## config.mk

```make
export PLATFORM = sky130hd
export DESIGN_NAME = sbpc_ctrl
export DESIGN_NICKNAME = d
export VERILOG_FILES = /design/src/design/sbpc_pkg.sv /design/src/design/sbpc_ctrl.sv
export SDC_FILE = /design/constraint.sdc
export NUM_CORES = 1
export LEC_CHECK = 0
export BUFFER_PORTS_ARGS = -buffer_cell sky130_fd_sc_hd__buf_2
export CAP_MARGIN = 20
export CORE_AREA = 2 2 39 41
export DETAILED_ROUTE_END_ITERATION = 8
export DIE_AREA = 0 0 41 43
export PLACE_DENSITY_LB_ADDON = 0.08
export RECOVER_POWER = 50
export SYNTH_ARGS = -nofsm -noshare
export SYNTH_HDL_FRONTEND = slang
export SYNTH_SLANG_ARGS = --single-unit
```

## constraint.sdc

```tcl
create_clock -name clk -period 1.9 [get_ports clk]
set_input_delay 0.19 -clock clk [delete_from_list [all_inputs] [get_ports clk]]
set_output_delay 0.19 -clock clk [all_outputs]
set_load 0.1 [all_outputs]
```

## src/design/sbpc_pkg.sv

```systemverilog
// ----------------------------------------------------------------------------
// sbpc_pkg
// Shared constants, codes and types for the shared buffer pipe controller.
// ----------------------------------------------------------------------------
package sbpc_pkg;

  localparam int DEPTH  = 4096;
  localparam int ADDR_W = $clog2(DEPTH);
  localparam int PTR_W  = $clog2(DEPTH + 1);
  localparam int LIM_W  = 13;

  localparam logic [PTR_W-1:0] DEPTH_P = PTR_W'(DEPTH);
  localparam logic [LIM_W-1:0] LIMIT_RESET = LIM_W'(4096);

  // pipe states
  localparam logic [2:0] PS_IDLE       = 3'd0;
  localparam logic [2:0] PS_EMPTY_WAIT = 3'd1;
  localparam logic [2:0] PS_FULL_WAIT  = 3'd2;
  localparam logic [2:0] PS_WR_DONE    = 3'd3;
  localparam logic [2:0] PS_RD_DONE    = 3'd4;
  localparam logic [2:0] PS_CLOSED     = 3'd5;

  // operations
  localparam logic [2:0] FN_WRITE   = 3'd0;
  localparam logic [2:0] FN_READ    = 3'd1;
  localparam logic [2:0] FN_CLOSE_W = 3'd2;
  localparam logic [2:0] FN_CLOSE_R = 3'd3;
  localparam logic [2:0] FN_QUERY_W = 3'd4;
  localparam logic [2:0] FN_QUERY_R = 3'd5;
  localparam logic [2:0] FN_EXIT_W  = 3'd6;
  localparam logic [2:0] FN_EXIT_R  = 3'd7;

  // result status
  localparam logic [1:0] ST_COMPLETED = 2'd0;
  localparam logic [1:0] ST_BLOCKED   = 2'd1;
  localparam logic [1:0] ST_DISCARDED = 2'd2;
  localparam logic [1:0] ST_ABORT     = 2'd3;

  typedef struct packed {
    logic load_op;
    logic exec;
    logic load_out;
  } sbpc_cmd_t;

endpackage

```

## src/design/sbpc_ctrl.sv

```systemverilog
// ----------------------------------------------------------------------------
// sbpc_ctrl
// Sequencer: takes a request, runs it through the datapath, then hands the
// result to the output register once that register is free.
// ----------------------------------------------------------------------------
module sbpc_ctrl
  import sbpc_pkg::*;
(
  input  logic      clk,
  input  logic      rst_n,
  input  logic      in_valid,
  output logic      in_ready,
  output logic      out_valid,
  input  logic      out_ready,
  output sbpc_cmd_t cmd
);

  localparam logic [1:0] C_IDLE = 2'd0;
  localparam logic [1:0] C_EXEC = 2'd1;
  localparam logic [1:0] C_FIN  = 2'd2;

  logic [1:0] state_r, state_nxt;
  logic       out_valid_r, out_valid_nxt;
  logic       out_free;

  assign out_free  = !out_valid_r || out_ready;
  assign in_ready  = (state_r == C_IDLE);
  assign out_valid = out_valid_r;

  always_comb begin
    state_nxt     = state_r;
    out_valid_nxt = out_valid_r && !out_ready;
    cmd           = '0;
    case (state_r)
      C_IDLE: begin
        if (in_valid) begin
          cmd.load_op = 1'b1;
          state_nxt   = C_EXEC;
        end
      end
      C_EXEC: begin
        cmd.exec  = 1'b1;
        state_nxt = C_FIN;
      end
      C_FIN: begin
        // result waits here while the previous one is still unclaimed
        if (out_free) begin
          cmd.load_out  = 1'b1;
          out_valid_nxt = 1'b1;
          state_nxt     = C_IDLE;
        end
      end
      default: begin
        state_nxt = C_IDLE;
      end
    endcase
  end

  always_ff @(posedge clk) begin
    if (!rst_n) begin
      state_r     <= C_IDLE;
      out_valid_r <= 1'b0;
    end else begin
      state_r     <= state_nxt;
      out_valid_r <= out_valid_nxt;
    end
  end

endmodule

```

==> reports/metrics.yaml <==
seq_area_um2: 60.1
layout.cells.non_filler: 41
hold_viol: 0
crit_required_ns: 1.71
fmax_ghz: 0.680
die-area_um2: 1760
async_flop_share_pct: 0
r2r-start: "state_r[1]"
ios: 9
grt_pass1_wl_um: 489
grt_overflow: 0
synth_top_area_share_pct: 43.2
die_y_um: 43
path_clk_slew_ns: 0.04
synthTopCellsByCount: "dfxtp_1, nand2b_1"
routed_via_density: 3.17
drc: 0
final_core_util_pct: 16.1
wl_met3_um: 25
m1WireLength_um: 131
syn-num-nets: 17
fin_area_um2: 223
synth_edf_count: 0
drv_cap: 0
syn_area_per_cell_um2: 10.7
cts.sinks: 3
highest_layer: "met4"
clkLatencyLatePin_ns: 0.24
p_per_area_nw_per_um2: 1130
critPathLaunchType: "flip-flop"
finalPower_uw: 252
numCtsBuffers: 3
ys_warn_count: 0
timing.clock.skew_ns: 0.00457
r2r_setup_slack_ns: 1.05
synth_ff_type: "dfxtp_1"
grt_antenna_before_repair: 0
vias: 130
die_x_um: 41
reg2regPathDepth: 2
ctsResizeCount: 0
post-synth-top-count-cell: "dfxtp_1"
worstSetupPathType: "reg -> out"
worst_r2r_endpoint: "state_r[1]"
syn_inst: 13
p_leak_nw: 0.102
holdCritStartpoint: "rst_n"
layout.nets: 30
rows: 14
synth_area_leader_cell: "dfxtp_1"
yosys_register_bits: 3
first_pass_iters: 1
startpoint: "state_r[0]"
grtUsageTotal_pct: 5.21
fillers: 172
slew_headroom_pct: 64.3
critical_path.max_fanout: 5
clk_path_buf_depth: 2
holdCritPathClass: "in -> reg"
core_area_um2: 1380
dp_slack_ns: 0.679
finalCriticalPeriod_ns: 1.47
setup_viol: 0
cts_root_buf: "clkbuf_4"
critPathCaptureType: "output port"
drive_gt1_share_pct: 52.0
status: "finished, final reports clean"
wl_per_cell_um: 8.88
cp-endpoint: "cmd[2]"
syn_area_um2: 139
grt_pass1_vias: 131
cts_tree: "yes"
io_buffers: 8
wl_met2_um: 196
period_share_pct: 77.4
antenna_cells: 0
htreeDepth: 1
dp.cells: 37
tightest_slew_ns: 0.538
setup_ws_ns: 0.430
post_cts_buffers: 0
worstHoldPathCells: 2
cp_data_arrival_time_ns: 1.28
synth_seq_area_share_pct: 43.2
multi_input_area_um2: 76.3
grt_max_degree: 6
setup_tns_ns: 0
place_area_um2: 201
start_util_pct: 10.0
wl_um: 364
netlist_top_cells_area: "dfxtp_1, and4bb_1, nand2b_1, nor3b_2, and2b_4"
drt_iter0_markers: 0
cts-hold-fix-buffers: 0
antenna_left: 0
areaGrowthSynthToFinish_pct: 60.4
place_congestion: 0.669
ir_drop_mv: 0.167
drv_slew: 0
synth.distinct_cells: 10
hold_ws_ns: 0.198
rsz0062_at_grt: "false"
-- power by group --
group	total, mW	switching, mW	internal (mW)
sequential	0.0689	0.00268	0.0663
combinational	0.0683	0.0552	0.0131
clock	0.115	0.0357	0.0789
-- placed cells by master (no fill, tap or decap) --
cell | synthesis | final
clkbuf_4 | 0 | 3
nor3b_1 | 0 | 1
nand2b_1 | 2 | 2
and4bb_1 | 1 | 1
nor2_1 | 1 | 1
and2b_4 | 1 | 1
clkbuf_1 | 0 | 1
buf_2 | 0 | 7
a21boi_0 | 1 | 1
nor2b_2 | 0 | 1
dfxtp_1 | 3 | 3
and2_1 | 1 | 1
clkbuf_2 | 0 | 1
o21a_1 | 1 | 1
-- worst max-delay path, stage by stage (launching register included) --
cell and delay [ns]:
dfxtp_1 0.33, nor3b_1 0.25, buf_2 0.47
-- kinds of logic (layout without fill, tap and decap cells) --
family	count (synthesis)	in the layout	share of synthesized area [%]
flops	3	3	43.2
simple gates	8	8	45.9
buf+inv	0	12	0
compound gates	2	2	10.8
-- sequential cells by signal, indices dropped and copies added, names as in the netlist --
| register | count |
|---|---|
| state_r | 2 |
| out_valid | 1 |
-- how the worst min path moves through the flow --
stage	end	slack [ns]
floorplan	state_r[1]	0.31
global placement	state_r[1]	0.45
detailed placement	state_r[1]	0.44
CTS	state_r[1]	0.19
global route	state_r[1]	0.20
finish	state_r[1]	0.20
-- metal layers --
layer	vias up	track usage, %
li1	67	-
met1	58	3.50
met2	3	6.25
met4	0	10.0
met3	2	3.14
met5	-	0
-- final cells by class --
class,count,share of cell area [%]
flip-flops and latches,3,27.0
repair buffers,8,18.0
multi-input cells,10,34.3
well taps,16,8.99
clock buffers,4,11.8
Note: power is estimated with default switching activity, not from simulation.
